==> src/design/kdne_pkg.sv <==
package kdne_pkg;

	// Field widths of the scan and event beats.
	localparam int KEY_W     = 13;
	localparam int TIME_W    = 32;
	localparam int DEB_W     = 16;
	localparam int OCT_W     = 4;
	localparam int NOTE_W    = 7;
	localparam int KIND_W    = 2;
	localparam int KIDX_W    = 4;
	localparam int NOTE_CALC_W = 9;

	// Configuration port.
	localparam int CFG_DATA_W = 16;
	localparam int CFG_IDX_W  = 1;

	localparam logic [CFG_IDX_W-1:0] REG_DEBOUNCE = 1'd0;
	localparam logic [CFG_IDX_W-1:0] REG_OCTAVE   = 1'd1;

	localparam logic [DEB_W-1:0] DEB_RESET = 16'd120;
	localparam logic [OCT_W-1:0] OCT_RESET = 4'd2;

	// Note numbering.
	localparam logic [NOTE_CALC_W-1:0] NOTES_PER_OCT = 9'd12;
	localparam logic [NOTE_CALC_W-1:0] NOTE_MAX      = 9'd127;

	localparam int NUM_KEYS_DEF = 13;

	typedef enum logic [KIND_W-1:0] {
		EV_NOTE_ON  = 2'd0,
		EV_NOTE_OFF = 2'd1,
		EV_HOLD_ON  = 2'd2,
		EV_HOLD_OFF = 2'd3
	} kind_t;

	typedef enum logic [1:0] {
		ST_IDLE,
		ST_EVAL,
		ST_FLUSH
	} state_t;

	typedef struct packed {
		logic [DEB_W-1:0] debounce_time;
		logic [OCT_W-1:0] octave;
	} cfg_t;

	typedef struct packed {
		kind_t             kind;
		logic [NOTE_W-1:0] note;
		logic [KIDX_W-1:0] key_index;
		logic              hold_active;
	} event_t;

endpackage

==> src/design/key_debounce_note_events.sv <==
// Debounces a row of note keys plus a hold key and turns accepted changes
// into note events.
// Input channel (in_valid / in_stall): one beat per scan with a millisecond
// timestamp, the note key levels and the hold key level.
// Output channel (out_valid / out_stall): zero to NUM_KEYS+1 event beats per
// scan, in key order with the hold event at the end; the final beat of a scan
// carries last. A scan with no accepted change produces no beat.
// Configuration (cfg_we / cfg_idx / cfg_data) sets the debounce time and the
// octave; write it only while the block is idle.
// A scan is taken on the accept, then its key entries are evaluated in order
// with the hold entry last, since the per-key state sits in a RAM with one
// read per cycle, and the scan ends with the final flush. The first event of
// a scan waits in the pending slot and moves to the output register when the
// second change is found, or in the flush.
// While the receiver stalls, the output beat holds and evaluation pauses once
// a second event is waiting; in_stall stays high until the scan is finished.
// Reset clears the configuration to its defaults, releases all keys, sets
// all change times to zero and turns hold off, with no clearing pass.
module key_debounce_note_events #(
	parameter int NUM_KEYS = kdne_pkg::NUM_KEYS_DEF
) (
	input  logic                            clk,
	input  logic                            arst_n,
	input  logic                            cfg_we,
	input  logic [kdne_pkg::CFG_IDX_W-1:0]  cfg_idx,
	input  logic [kdne_pkg::CFG_DATA_W-1:0] cfg_data,
	input  logic                            in_valid,
	output logic                            in_stall,
	input  logic [kdne_pkg::TIME_W-1:0]     time_ms,
	input  logic [kdne_pkg::KEY_W-1:0]      key_levels,
	input  logic                            hold_level,
	output logic                            out_valid,
	input  logic                            out_stall,
	output logic [kdne_pkg::KIND_W-1:0]     event_kind,
	output logic [kdne_pkg::NOTE_W-1:0]     note,
	output logic [kdne_pkg::KIDX_W-1:0]     key_index,
	output logic                            hold_active,
	output logic                            last
);

	import kdne_pkg::*;

	localparam int NE    = NUM_KEYS + 1;
	localparam int IDX_W = $clog2(NE);
	localparam int ENT_W = TIME_W + 1;

	cfg_t             cfg_q;
	event_t           ev;
	logic             ram_we;
	logic [IDX_W-1:0] ram_waddr;
	logic [ENT_W-1:0] ram_wdata;
	logic             ram_re;
	logic [IDX_W-1:0] ram_raddr;
	logic [ENT_W-1:0] ram_rdata;

	// Configuration registers.
	always_ff @(posedge clk or negedge arst_n) begin
		if (!arst_n) begin
			cfg_q.debounce_time <= DEB_RESET;
			cfg_q.octave        <= OCT_RESET;
		end else if (cfg_we) begin
			unique case (cfg_idx)
				REG_DEBOUNCE: cfg_q.debounce_time <= cfg_data[DEB_W-1:0];
				REG_OCTAVE:   cfg_q.octave        <= cfg_data[OCT_W-1:0];
				default:      ;
			endcase
		end
	end

	// Per-key stable level and change time, hold key in the last entry.
	kdne_ram #(
		.WIDTH(ENT_W),
		.DEPTH(NE)
	) u_state_ram (
		.clk  (clk),
		.we   (ram_we),
		.waddr(ram_waddr),
		.wdata(ram_wdata),
		.re   (ram_re),
		.raddr(ram_raddr),
		.rdata(ram_rdata)
	);

	kdne_ctrl #(
		.NUM_KEYS(NUM_KEYS)
	) u_ctrl (
		.clk       (clk),
		.arst_n    (arst_n),
		.cfg       (cfg_q),
		.in_valid  (in_valid),
		.in_stall  (in_stall),
		.time_ms   (time_ms),
		.key_levels(key_levels),
		.hold_level(hold_level),
		.ram_we    (ram_we),
		.ram_waddr (ram_waddr),
		.ram_wdata (ram_wdata),
		.ram_re    (ram_re),
		.ram_raddr (ram_raddr),
		.ram_rdata (ram_rdata),
		.out_valid (out_valid),
		.out_stall (out_stall),
		.out_event (ev),
		.out_last  (last)
	);

	assign event_kind  = ev.kind;
	assign note        = ev.note;
	assign key_index   = ev.key_index;
	assign hold_active = ev.hold_active;

endmodule

==> src/design/kdne_ram.sv <==
module kdne_ram #(
	parameter int WIDTH = 33,
	parameter int DEPTH = 14
) (
	input  logic                     clk,
	input  logic                     we,
	input  logic [$clog2(DEPTH)-1:0] waddr,
	input  logic [WIDTH-1:0]         wdata,
	input  logic                     re,
	input  logic [$clog2(DEPTH)-1:0] raddr,
	output logic [WIDTH-1:0]         rdata
);

	logic [WIDTH-1:0] mem_q [DEPTH];

	// One write port and one registered read port; read data holds without a read.
	always_ff @(posedge clk) begin
		if (we) begin
			mem_q[waddr] <= wdata;
		end
		if (re) begin
			rdata <= mem_q[raddr];
		end
	end

endmodule

==> src/design/kdne_ctrl.sv <==
module kdne_ctrl #(
	parameter int NUM_KEYS = kdne_pkg::NUM_KEYS_DEF
) (
	input  logic                          clk,
	input  logic                          arst_n,
	input  kdne_pkg::cfg_t                cfg,
	input  logic                          in_valid,
	output logic                          in_stall,
	input  logic [kdne_pkg::TIME_W-1:0]   time_ms,
	input  logic [kdne_pkg::KEY_W-1:0]    key_levels,
	input  logic                          hold_level,
	output logic                          ram_we,
	output logic [$clog2(NUM_KEYS+1)-1:0] ram_waddr,
	output logic [kdne_pkg::TIME_W:0]     ram_wdata,
	output logic                          ram_re,
	output logic [$clog2(NUM_KEYS+1)-1:0] ram_raddr,
	input  logic [kdne_pkg::TIME_W:0]     ram_rdata,
	output logic                          out_valid,
	input  logic                          out_stall,
	output kdne_pkg::event_t              out_event,
	output logic                          out_last
);

	import kdne_pkg::*;

	localparam int NE    = NUM_KEYS + 1;
	localparam int IDX_W = $clog2(NE);
	localparam int LVL_W = (NUM_KEYS > KEY_W) ? NUM_KEYS : KEY_W;
	localparam logic [IDX_W-1:0] HOLD_IDX = IDX_W'(NUM_KEYS);

	state_t             state_q, state_d;
	logic [IDX_W-1:0]   idx_q;
	logic [TIME_W-1:0]  now_q;
	logic [NE-1:0]      lvl_q;
	logic [NE-1:0]      entry_valid_q;
	logic               hold_on_q;
	logic               pend_valid_q;
	event_t             pend_q;
	logic               out_valid_q;
	event_t             out_q;
	logic               out_last_q;

	logic [LVL_W-1:0]       lvl_ext;
	logic [NE-1:0]          lvl_next;
	logic                   accept;
	logic                   stable;
	logic [TIME_W-1:0]      chg_time;
	logic [TIME_W-1:0]      elapsed;
	logic                   level;
	logic                   is_hold;
	logic                   change_ok;
	logic                   emits;
	logic                   hold_next;
	logic [NOTE_CALC_W-1:0] note_sum;
	event_t                 new_ev;
	logic                   out_free;
	logic                   advance;
	logic                   load_out;
	event_t                 load_ev;
	logic                   load_last;

	// Levels of one scan, hold key in the top position.
	assign lvl_ext  = LVL_W'(key_levels);
	assign lvl_next = {hold_level, lvl_ext[NUM_KEYS-1:0]};

	assign in_stall = (state_q != ST_IDLE);
	assign accept   = in_valid && !in_stall;
	assign out_free = !out_valid_q || !out_stall;

	// An entry never written reads as released with change time zero.
	assign stable   = entry_valid_q[idx_q] ? ram_rdata[TIME_W] : 1'b0;
	assign chg_time = entry_valid_q[idx_q] ? ram_rdata[TIME_W-1:0] : '0;
	assign elapsed  = now_q - chg_time;
	assign level    = lvl_q[idx_q];
	assign is_hold  = (idx_q == HOLD_IDX);

	assign change_ok = (level != stable) &&
		(elapsed > TIME_W'(cfg.debounce_time));
	assign emits     = change_ok && (!is_hold || level);
	assign hold_next = !hold_on_q;

	// Note number of the current key; saturated when the event is built.
	assign note_sum = (NOTE_CALC_W'(cfg.octave) + NOTE_CALC_W'(1)) * NOTES_PER_OCT +
		NOTE_CALC_W'(idx_q);

	// Event built from the entry under evaluation.
	always_comb begin
		if (is_hold) begin
			new_ev.kind        = hold_next ? EV_HOLD_ON : EV_HOLD_OFF;
			new_ev.note        = '0;
			new_ev.key_index   = '0;
			new_ev.hold_active = hold_next;
		end else begin
			new_ev.kind        = level ? EV_NOTE_ON : EV_NOTE_OFF;
			new_ev.note        = (note_sum > NOTE_MAX) ? NOTE_MAX[NOTE_W-1:0]
				: note_sum[NOTE_W-1:0];
			new_ev.key_index   = KIDX_W'(idx_q);
			new_ev.hold_active = hold_on_q;
		end
	end

	// Sequencer: one entry per cycle unless stalled; an event stays pending
	// until the next one is found or the scan ends, which decides its last flag.
	always_comb begin
		state_d   = state_q;
		advance   = 1'b0;
		load_out  = 1'b0;
		load_ev   = pend_q;
		load_last = 1'b0;
		ram_re    = 1'b0;
		ram_raddr = '0;
		unique case (state_q)
			ST_IDLE: begin
				if (accept) begin
					ram_re  = 1'b1;
					state_d = ST_EVAL;
				end
			end
			ST_EVAL: begin
				if (!(emits && pend_valid_q && !out_free)) begin
					advance  = 1'b1;
					load_out = emits && pend_valid_q;
					if (is_hold) begin
						state_d = ST_FLUSH;
					end else begin
						ram_re    = 1'b1;
						ram_raddr = idx_q + IDX_W'(1);
					end
				end
			end
			ST_FLUSH: begin
				if (!pend_valid_q) begin
					state_d = ST_IDLE;
				end else if (out_free) begin
					load_out  = 1'b1;
					load_last = 1'b1;
					state_d   = ST_IDLE;
				end
			end
			default: state_d = ST_IDLE;
		endcase
	end

	// Write back the accepted change.
	assign ram_we    = advance && change_ok;
	assign ram_waddr = idx_q;
	assign ram_wdata = {level, now_q};

	always_ff @(posedge clk or negedge arst_n) begin
		if (!arst_n) begin
			state_q <= ST_IDLE;
		end else begin
			state_q <= state_d;
		end
	end

	// Control registers.
	always_ff @(posedge clk or negedge arst_n) begin
		if (!arst_n) begin
			idx_q         <= '0;
			entry_valid_q <= '0;
			hold_on_q     <= 1'b0;
			pend_valid_q  <= 1'b0;
			out_valid_q   <= 1'b0;
		end else begin
			if (accept) begin
				idx_q <= '0;
			end else if (advance && !is_hold) begin
				idx_q <= idx_q + IDX_W'(1);
			end
			if (ram_we) begin
				entry_valid_q[idx_q] <= 1'b1;
			end
			if (advance && emits && is_hold) begin
				hold_on_q <= hold_next;
			end
			if (advance && emits) begin
				pend_valid_q <= 1'b1;
			end else if (load_out && load_last) begin
				pend_valid_q <= 1'b0;
			end
			if (load_out) begin
				out_valid_q <= 1'b1;
			end else if (!out_stall) begin
				out_valid_q <= 1'b0;
			end
		end
	end

	// Payload registers.
	always_ff @(posedge clk) begin
		if (accept) begin
			now_q <= time_ms;
			lvl_q <= lvl_next;
		end
		if (advance && emits) begin
			pend_q <= new_ev;
		end
		if (load_out) begin
			out_q      <= load_ev;
			out_last_q <= load_last;
		end
	end

	assign out_valid = out_valid_q;
	assign out_event = out_q;
	assign out_last  = out_last_q;

endmodule

==> config.mk <==
export PLATFORM = sky130hd
export DESIGN_NAME = key_debounce_note_events
export DESIGN_NICKNAME = d
export VERILOG_FILES = /design/src/design/kdne_pkg.sv /design/src/design/key_debounce_note_events.sv /design/src/design/kdne_ram.sv /design/src/design/kdne_ctrl.sv
export SDC_FILE = /design/constraint.sdc
export NUM_CORES = 1
export LEC_CHECK = 0
export BUFFER_PORTS_ARGS = -buffer_cell sky130_fd_sc_hd__buf_4
export CELL_PAD_IN_SITES_DETAIL_PLACEMENT = 0
export CELL_PAD_IN_SITES_GLOBAL_PLACEMENT = 1
export CORE_MARGIN = 2
export CORE_UTILIZATION = 40
export DETAILED_ROUTE_END_ITERATION = 7
export PLACE_DENSITY = 0.67
export SYNTH_ARGS = -nofsm -noshare
export SYNTH_HDL_FRONTEND = slang
export SYNTH_SLANG_ARGS = --single-unit
==> constraint.sdc <==
create_clock -name clk -period 10.3 [get_ports clk]
set_input_delay 2.06 -clock clk [delete_from_list [all_inputs] [get_ports clk]]
set_output_delay 2.06 -clock clk [all_outputs]
set_load 0.01 [all_outputs]
======== Word-level counts from Yosys, hierarchy flattened ========
Memory sizes are Yosys's and may differ from the RTL's. A register that Yosys moved wholly into a read port is not among the register bits.
Cells that the tools add are included.
storage, ports and cells
  RAM bits ................................ 462
  memories kept ........................... 1
  flip-flop bits (word level) ............. 118
  word-level logic and storage cells ...... 106
  output and inout port bits .............. 17
  bits of input ports ..................... 68
memories
  memory             words  width  rd ports  clocked after memory_dff  wr ports  line            source
  u_state_ram.mem_q  14     33     1         1                         1         kdne_ram.sv:14  logic [WIDTH-1:0] mem_q [DEPTH];
operators by class
  add/sub/neg operators ................... 4
  bitwise operators ....................... 2
  reductions and logical operators ........ 26
  equal/unequal tests ..................... 9
  magnitude comparators ................... 4
  muxes and demuxes ....................... 40
  $mul .................................... 1
operators by type and width
  cell                                                                          count
  32-bit by 16-bit > comparator with 1-bit output                               1
  32-bit two-way mux                                                            1
  32-bit subtractor                                                             1
  1-bit two-way mux                                                             21
  4-bit two-way mux                                                             5
  14-bit two-way mux                                                            1
  14-bit OR                                                                     1
  1-bit logical AND                                                             11
  2-bit two-way mux                                                             5
  9-bit by 4-bit adder with 9-bit output                                        1
  9-bit by 7-bit > comparator with 1-bit output, second input constant          1
  9-bit by 2-bit multiplier with 7-bit output, second input constant            1
  1-bit binary-select mux with 4-bit select                                     2
  7-bit two-way mux                                                             1
  1-bit zero test                                                               6
  2-bit by 1-bit inequality test with 1-bit output, second input constant       3
  2-bit case mux with 3 select lines                                            1
  2-bit nonzero test                                                            3
  4-bit by 1-bit adder with 5-bit output, second input constant                 1
  4-bit by 5-bit less-than comparator with 1-bit output, second input constant  1
  4-bit by 1-bit adder with 4-bit output, second input constant                 1
  1-bit demux with 4-bit select                                                 1
  4-bit == test, second input constant                                          1
  4-bit by 1-bit >= comparator with 1-bit output, second input constant         1
  other kinds (11)                                                              14

======== Longest topological paths before layout ========
Gate-level depths: netlist of the first run.
  depth after elaboration ................. 14
  gate-level depth with buffers ........... 29
  gate-level depth less buffers ........... 25

======== Cells and area by module ========
A second synthesis of the first run with hierarchy kept.
unflattened totals
  cell total of the unflattened synthesis .. 1,515
  area total of the unflattened synthesis .. 26,150.1 µm²
modules (own cells, without submodules)
  module                    cells each  times used  area each (µm²)  sequential area each (µm²)
  kdne_ram                  791         1           18,511.5         14,864.3
  kdne_ctrl                 680         1           6,820.3          2,827.7
  key_debounce_note_events  44          1           818.3            506.7

======== Worst setup path before layout of the first run ========
OpenSTA, ideal clock, no wires.
  path kind ............................... reg2reg
  from .................................... register u_ctrl.idx_q[0] (netlist: u_ctrl.ram_waddr[0])
  to ...................................... memory u_state_ram.mem_q[0][0], enable pin
  path slack .............................. 2.349 ns
  arrival ................................. 7.487 ns
  clock period less this slack ............ 7.951 ns
  stages on the path, launching flop included .. 28
  required time ........................... 9.836 ns
  buffers on the path ..................... 2
  library setup time ...................... 0.464 ns
  path through ............................ dfrtp_1 -> buf_2 -> mux4_2 -> a2bb2oi_1 -> o41ai_2 -> clkbuf_1 -> nand2_1 -> ha_1 -> and2_4 -> a221o_1 -> o21ba_1 -> nor2_1 -> o21ai_0 -> a21o_1 -> a21oi_1 -> xnor2_1 -> ha_1 -> nand4_1 -> a211oi_1 -> a2111oi_0 -> a22oi_1 -> nor4_1 -> and4b_1 -> nand3_2 -> nand3_1 -> nor2_1 -> nand2_1 -> nor3_1
between the ends
  word-level cells in the longest chain between the ends .. 14
  elaborated cells between the ends (all ways) .. 21
  those cells by class .................... 1 x add/sub; 1 x order compare; 2 x eq/ne; 10 x mux; 7 x reduce/logical
ends and longest elaborated chain
  element                                          line                              source
  from (decl)                                      kdne_ctrl.sv:32                   logic [IDX_W-1:0] idx_q;
  from (signal assigned)                           kdne_ctrl.sv:169                  idx_q <= idx_q + IDX_W'(1);
  1-bit binary-select mux with 4-bit select        kdne_ctrl.sv:71, kdne_ctrl.sv:72
  1-bit two-way mux (not written as such)          kdne_ctrl.sv:71, kdne_ctrl.sv:72
  32-bit two-way mux                               kdne_ctrl.sv:72                   assign chg_time = entry_valid_q[idx_q] ? ram_rdata[TIME_W-1:0] : '0;
  32-bit subtractor                                kdne_ctrl.sv:73                   assign elapsed = now_q - chg_time;
  32-bit by 16-bit > comparator with 1-bit output  kdne_ctrl.sv:78                   (elapsed > TIME_W'(cfg.debounce_time));
  1-bit logical AND                                kdne_ctrl.sv:77                   assign change_ok = (level != stable) &&
  1-bit logical AND                                kdne_ctrl.sv:79                   assign emits = change_ok && (!is_hold || level);
  1-bit logical AND (2 in series)                  kdne_ctrl.sv:120                  if (!(emits && pend_valid_q && !out_free)) begin
  1-bit two-way mux                                kdne_ctrl.sv:120
  1-bit two-way mux                                kdne_ctrl.sv:112                  unique case (state_q)
  1-bit logical AND                                kdne_ctrl.sv:145                  assign ram_we = advance && change_ok;
  1-bit two-way mux                                kdne_ram.sv:18                    if (we) begin
  1-bit two-way mux (not written as such)          kdne_ram.sv:19                    mem_q[waddr] <= wdata;
  to (decl)                                        kdne_ram.sv:14
Parallel ways exist; a longest one is shown, timed or not. The select of a mux whose other input is x is not followed.

======== Final worst setup path of the first run ========
  from .................................... register u_ctrl.idx_q[2] (netlist: u_ctrl.ram_waddr[2])
  to ...................................... register u_state_ram.rdata[3], read port of u_state_ram.mem_q, data pin
between the ends
  word-level cells in the longest chain between the ends .. 11
  elaborated cells between the ends (all ways) .. 23
  those cells by class .................... 2 x add/sub; 1 x order compare; 2 x eq/ne; 12 x mux; 6 x reduce/logical
ends and longest elaborated chain
  element                                                                         line                              source
  1-bit binary-select mux with 4-bit select                                       kdne_ctrl.sv:71, kdne_ctrl.sv:72
  1-bit two-way mux (not written as such)                                         kdne_ctrl.sv:71, kdne_ctrl.sv:72
  32-bit two-way mux                                                              kdne_ctrl.sv:72
  32-bit subtractor                                                               kdne_ctrl.sv:73
  32-bit by 16-bit > comparator with 1-bit output                                 kdne_ctrl.sv:78
  1-bit logical AND                                                               kdne_ctrl.sv:77
  1-bit logical AND                                                               kdne_ctrl.sv:79
  1-bit logical AND (2 in series)                                                 kdne_ctrl.sv:120
  1-bit two-way mux / 4-bit two-way mux (equally long branches)                   kdne_ctrl.sv:120
  1-bit case mux with 2 select lines / 4-bit two-way mux (equally long branches)  kdne_ctrl.sv:112
  to (decl)                                                                       kdne_ram.sv:11                    output logic [WIDTH-1:0] rdata
Parallel ways exist; a longest one is shown, timed or not. The select of a mux whose other input is x is not followed.
A chain may end at the register's enable or synchronous reset.

==> key figures, run 1 <==
Floorplanning
  • Die extent in x: approximately 260 um
  • Initial Util: 40.4%
  • Core ar.: around 0.066 sq mm
  • Die area: 0.0686 sq mm
  • Row cnt: 94
  • Die Ht: 262 um
  • IO Count: 85

Clock network
  • Root buffer cell: clkbuf_16
  • H-tree Lvls: 3
  • Max Buffers Root-to-Sink: 3
  • # hold bufs at CTS: 0
  • Post-CTS resize count: 0
  • TritonCTS buffer count: 66
  • Clock Latency Late Sink: 610 ps
  • # clock sinks: between 600 and 700
  • Clock transition at path regs: 60 ps
  • CTS tree: done
  • Post-CTS setup buffers: 0

Power and ir drop
  • PnR Total Power: around 9100 uW
  • Net Sw Frac: 36.7%
  • Clock Power Share: 25.5%
  • Combinational Power Share: between 30 and 40%
  • Leak: 0.0103 uW
  • Power per cell area: 300 mW/mm^2
  • Sequential share of power: a little under two fifths
  • Pint: between 5000 and 6000 uW
  • Net Switching: ~3300 uW
  • Peak VDD IR: 0.198 mV

Placed design
  • Place WS: 1870 ps
  • DP Wirelength: ~41 mm
  • Placement Cell Area: 0.0283 sq mm
  • Final Wtd Congestion: 0.901
  • Port Buf Inserts: 84

Synthesis
  • Netlist cell types: between 70 and 80
  • Synth Instances: 1820
  • Number of flops mapped to enable cells by yosys: 570
  • Ys async rst share: 7.01%
  • Mean Syn Cell Area: 14.6 sq um
  • Syn nets: about 2000
  • Synthesized area: 0.0266 sq mm
  • Synthesis-stage register bit count: 613
  • Share of the yosys chip area belonging to registers: 68.4%
  • YS warnings: 0
  • Top_reg_cell synth: edfxtp_1

Finish
  • Commonest non-fill, non-tap cell in the layout: edfxtp_1
  • Final #Nets: about 2000
  • Filler instances: 5816
  • Synthesis-to-finish area growth: 14.3%
  • Inserted Diodes: 0
  • Most frequent cells in the layout: edfxtp_1, nand2_1, buf_4
  • Final Cell Area: 0.0304 sq mm
  • Register Area: 0.0182 sq mm
  • Layout cell share with drive strength beyond 1: between 10% and 20%
  • Area of the multi-input gates: ~0.008 sq mm

Worst setup path
  • Crit Path Class: reg2reg
  • Critical Path Sink Type: register
  • Worst Path Arrival: 8810 ps
  • CP max-delay cell: dfrtp_1
  • Worst Path Required: around 11000 ps
  • Setup crit start kind: register
  • CP max stage delay: 1000 ps
  • Crit Path Max Fanout: 38

Routing
  • Drt pass-1 iters: 5
  • Starting DRT DRC Count: 1469
  • Post-DR vias/cell: 5.74
  • Antenna viol nets, final: 0
  • # DRC: 0
  • WL/cell: 24.8 um
  • Via count: approximately 16000
  • Final WL: 69.9 mm

Timing
  • Final period util: 82.2%
  • Fin Setup TNS: 0 ps
  • Minimum clock period after layout: 8460 ps
  • Final Hold Viols: 0
  • # setup viols final: 0
  • PnR worst setup slack: 1840 ps
  • Fmax: 118 MHz
  • Worst slew margin: 18.1%
  • Worst Max-Slew Pin Slew: 1230 ps
  • RSZ-0062 raised after global routing: false
  • Slew Limit Fails: 0
  • Skew final: 29.6 ps

Global routing
  • GR Util All Layers: 20.7%
  • Met1 usage: 29.2%
  • Global-route wire length before repair: 106 mm
  • Met3 Resource Use GR: 3.25%
  • Gr ovfl total: 0
  • GRT Max-Usage Layer: met2
  • Largest net degree at the start of global routing: between 100 and 150
  • GR Layer Usage met2: between 30% and 40%
  • Vias in the first global route: 16700
  • Initial antenna violation count: 0

Worst hold path
  • Min-Delay Path Class: reg2reg

Status
  • Status: finished, final reports clean

Flow run
  • Number of max-cap violations: 0
==> flip-flops by register name, summed over array words and instances, names as in the netlist, 2 cells and up <==
register,cells
cfg_q,20
u_ctrl.entry_valid_q,14
u_ctrl.load_ev,14
u_ctrl.lvl_q,14
u_ctrl.now_q,32
u_ctrl.out_event,14
u_ctrl.ram_waddr,4
u_ctrl.state_q,2
u_state_ram.mem_q,462
u_state_ram.rdata,33
==> cells in the mapped netlist (8+ instances only) <==
library cell | count | area (sq um)
nand2_1 | 179 | 672
xnor2_1 | 25 | 219
and3_1 | 10 | 62.6
o21bai_1 | 10 | 75.1
edfxtp_1 | 570 | 17100
nand3_1 | 44 | 220
a21o_1 | 12 | 90.1
a311o_1 | 30 | 300
a22oi_1 | 93 | 698
o21ai_0 | 54 | 270
o21ai_1 | 30 | 150
ha_1 | 66 | 826
clkbuf_1 | 73 | 274
a21oi_1 | 65 | 325
nor2_1 | 54 | 203
nor3_1 | 17 | 85.1
o211ai_1 | 8 | 60.1
xor2_1 | 14 | 123
mux2_2 | 100 | 1130
dfrtp_1 | 38 | 951
o21a_1 | 8 | 60.1
and2_1 | 10 | 62.6
nand4_1 | 17 | 106
inv_1 | 44 | 165
buf_2 | 20 | 100
mux2i_1 | 42 | 420
a221o_1 | 63 | 631
==> final timing paths <==
path / cells after the start / from / end / slack, ps
min in group asynchronous: 1 / arst_n / u_ctrl.ram_waddr[2] / 1450
max in group asynchronous: 1 / arst_n / u_ctrl.ram_waddr[0] / 8400
worst min register to register: 0 / u_ctrl.load_ev[3] / u_ctrl.out_event[3] / 420
worst min-delay path: 0 / u_ctrl.load_ev[3] / u_ctrl.out_event[3] / 420
worst max register to register: 27 / u_ctrl.ram_waddr[2] / u_state_ram.rdata[3] / 1840
worst max-delay path: 27 / u_ctrl.ram_waddr[2] / u_state_ram.rdata[3] / 1840
==> worst max-delay path, delay by kind of cell (launching register included) <==
family	cells	cell delay [ps]
adder cells (fa/ha/maj)	2	610
flip-flops	1	1000
multiplexers	1	360
AND/OR/NAND/NOR	9	2370
XOR/XNOR	1	160
AO/OA/AOI/OAI	12	2880
buffers and inverters	2	770
==> power by group through the flow <==
stage	Combinational (uW)	Sequential, uW	Clock, uW
after floorplan	2360	3330	0
after global placement	3320	3460	0
after detailed placement	3360	3470	0
after CTS	3370	3420	2380
after global routing	3690	3450	2470
final	3390	3410	2330
==> kinds of logic after synthesis <==
group	share of synthesized area (%)
xor+xnor	1.28
simple gates	6.28
buf+inv	2.28
compound gates	12.1
flops	68.4
fa+ha+maj	3.33
mux	6.32
==> metal layers <==
metal / up-vias / routed length (um)
met3: 92 / 4380
met2: 555 / 32700
met5: - / 0
met4: 0 / 1470
met1: 8223 / 31400
li1: 7303 / -
==> per-stage QoR <==
| stage | utilization (%) | std cells | hold WS (ps) |
|---|---|---|---|
| floorplan | - | 1820 | 400 |
| global placement | 43.0 | 2698 | 407 |
| detailed placement | 43.0 | 2698 | 406 |
| CTS | 46.2 | 2817 | 419 |
| global route | 46.2 | 2817 | 424 |
| finish | 46.2 | 2817 | 421 |
==> area by class of cell <==
cell class	count	share of cell area [%]
inverters	46	0.568
repair buffers	117	2.97
well taps	864	3.55
clock buffers	87	5.86
clock inverters	32	1.05
flip-flops and latches	613	59.8
multi-input cells	1058	26.2
(Power assumes the default switching activity.)
==> run 2: changes to the inputs <==
- clock period: 10.3 -> 8.7 ns (I/O delays scaled with it)
==> run 2 against run 1 <==
Die area unchanged. Cell area increased by 0.51%. Critical path type unchanged. Final cell count grew 0.67%. Utilization grew 0.23 points. Power increased by 18%. Hold slack worse by 4.3 ps. Combinational power rose by 17%.
==> key figures, run 2 (synthesized netlist as in run 1, its figures left out) <==
Routing
  • Met3 WL post-DR: 4.35 mm (-0.66%)
  • Final WL: 70.5 mm (+0.77%)
  • Via count: 16400 (+1.2%)
  • Starting DRT DRC Count: 1521 (+3.5%)
  • WL/cell: 24.8 um (about the same)
  • M1 WL: 31.6 mm (+0.79%)
  • # DRC: 0 (unchanged)
  • Post-DR vias/cell: 5.77 (+0.51%)
  • Top Layer Used: met5
  • Antenna viol nets, final: 0 (unchanged)
  • DR WL met2: 32.6 mm (-0.17%)
  • Drt pass-1 iters: 5 (unchanged)

Timing
  • Worst slew margin: 11.9% (-6.2 points)
  • RSZ-0062 raised after global routing: false
  • Fin Setup TNS: 0 ps (unchanged)
  • Final period util: 89.1% (+6.9 points)
  • # setup viols final: 0 (unchanged)
  • Final Hold Viols: 0 (unchanged)
  • Slew Limit Fails: 0 (unchanged)
  • Skew final: 24.4 ps (-5.17 ps)
  • Fmax: 129 MHz (+9.2%)
  • Minimum clock period after layout: 7750 ps (-711 ps)
  • PnR worst setup slack: 949 ps (-889 ps)
  • Worst Max-Slew Pin Slew: 1320 ps (+89.2 ps)

Clock network
  • # clock sinks: 613 (unchanged)
  • Post-CTS resize count: 0 (unchanged)
  • TritonCTS buffer count: 68 (+3.0%)
  • Post-CTS setup buffers: 0 (unchanged)
  • Clock transition at path regs: 60 ps (about the same)
  • H-tree Lvls: 3 (unchanged)
  • # hold bufs at CTS: 0 (unchanged)
  • CTS tree: done
  • Max Buffers Root-to-Sink: 3 (unchanged)
  • Root buffer cell: clkbuf_16
  • Clock Latency Late Sink: 610 ps (about the same)

Finish
  • Max FFs per register: 462 (unchanged)
  • Commonest non-fill, non-tap cell in the layout: edfxtp_1
  • Synthesis-to-finish area growth: 14.9%
  • Util after Layout: 46.4% (+0.23 points)
  • Layout cell share with drive strength beyond 1: 18.9% (+0.53 points)
  • Top reg by flops: u_state_ram.mem_q
  • Final #Nets: 2054 (+0.74%)
  • Largest regs: u_state_ram.mem_q: 462 flops, u_state_ram.rdata: 33 flops, u_ctrl.now_q: 32 flops
  • Most frequent cells in the layout: edfxtp_1, nand2_1, buf_4
  • Filler instances: 5796 (-0.34%)
  • Inserted Diodes: 0 (unchanged)
  • Final std cells w/o fill: 2836 (+0.67%)

Worst setup path
  • Largest delay share family, worst path: compound AO/OA/AOI/OAI gates
  • Worst r2r src: u_ctrl.ram_waddr[2]
  • CP max-delay cell: dfrtp_1
  • Reg2reg path depth: 28 (+3.7%)
  • Crit Path Max Fanout: 37 (-2.6%)
  • Crit Path Class: reg2reg
  • Crit path buffers/inverters: 3 (+1)
  • FF-to-FF End: u_state_ram.rdata[22]
  • CP max stage delay: 620 ps (-380 ps)
  • Setup crit start kind: register
  • Worst Path Required: 9150 ps (-1500 ps)
  • R2R Setup Slk: 950 ps (-890 ps)
  • Worst Path Arrival: 8200 ps (-610 ps)
  • Critical Path Sink Type: register

Global routing
  • GR Util All Layers: 20.6% (-0.10 points)
  • Vias in the first global route: 16600 (-0.47%)
  • Global-route wire length before repair: 105 mm (-0.69%)
  • Largest net degree at the start of global routing: 66 (-41%)
  • Initial antenna violation count: 1 (+1)
  • Gr ovfl total: 0 (unchanged)

Worst hold path
  • Min-delay src: u_ctrl.load_ev[1]
  • WHS Endpoint: u_ctrl.out_event[1]
  • Min-Delay Path Class: reg2reg
  • Min-Delay Path Depth: 0 (unchanged)

Floorplanning
  • Die Ht: 262 um (unchanged)
  • Initial Util: 40.4% (unchanged)
  • Die area: 0.0686 sq mm (unchanged)
  • Row cnt: 94 (unchanged)
  • IO Count: 85 (unchanged)
  • Die extent in x: 262 um (unchanged)
  • Core ar.: 0.0659 sq mm (unchanged)

Flow run
  • Number of max-cap violations: 0 (unchanged)

Placed design
  • Port Buf Inserts: 84 (unchanged)
  • DP Wirelength: 42.2 mm (+2.3%)
  • Final Wtd Congestion: 0.824 (-8.5%)
  • Place WS: 974 ps (-893 ps)
  • Placed cells: 2711 (+0.48%)

Status
  • Status: finished, final reports clean

Power and ir drop
  • Peak VDD IR: 0.172 mV (-13%)
  • Leak: 0.0104 uW (+0.87%)
  • PnR Total Power: 10800 uW (+18%)
  • Power per cell area: 354 mW/mm^2 (+18%)
-- run 2: cell count changes in the layout (fill, tap and decap cells not counted), sizes merged --
cell / change
buf: +13
clkinv: +10
inv: -3
bufinv: -2
clkbuf: +1
-- run 2: layout make-up --
| type | instances | area [sq um] | share of cell area (%) |
|---|---|---|---|
| timing repair buffer | 130 | 988 | 3.23 |
| inverter | 46 | 173 | 0.565 |
| clock inverter | 37 | 333 | 1.09 |
| sequential | 613 | 18200 | 59.5 |
| clock buffer | 88 | 1840 | 6.01 |
| tap | 864 | 1080 | 3.54 |
| multi-input combinational | 1058 | 7960 | 26.0 |
-- run 2: layer usage --
metal	vias up	GRT usage [%]
li1	7338	-
met1	8362	29.2
met2	551	32.6
met3	112	3.26
met4	2	6.31
met5	-	0
-- run 2: through the flow --
stage	area [sq um]	hold slack (ps)
6_report	30600	416
5_1_grt	30600	425
4_1_cts	30600	412
3_5_place_dp	28400	406
3_3_place_gp	28400	404
2_1_floorplan	26600	400
-- run 2: worst max path at each step --
stage                                          to  slack [ps]           startpoint  cells after the start
after floorplan           u_state_ram.mem_q[0][0]         750  u_ctrl.ram_waddr[0]                     27
after global placement      u_state_ram.rdata[25]        1200  u_ctrl.ram_waddr[2]                     27
after detailed placement     u_state_ram.rdata[2]         970  u_ctrl.ram_waddr[2]                     27
after CTS                    u_state_ram.rdata[4]         950  u_ctrl.ram_waddr[2]                     27
after global routing        u_state_ram.rdata[12]         460  u_ctrl.ram_waddr[2]                     28
final                       u_state_ram.rdata[22]         950  u_ctrl.ram_waddr[2]                     28
-- run 2: power breakdown --
group / switching (uW) / total, uW / internal, uW
Sequential: 306 / 4060 / 3750
Clock: 1180 / 2780 / 1600
Combinational: 2480 / 3980 / 1490
Total: 3970 / 10800 / 6840
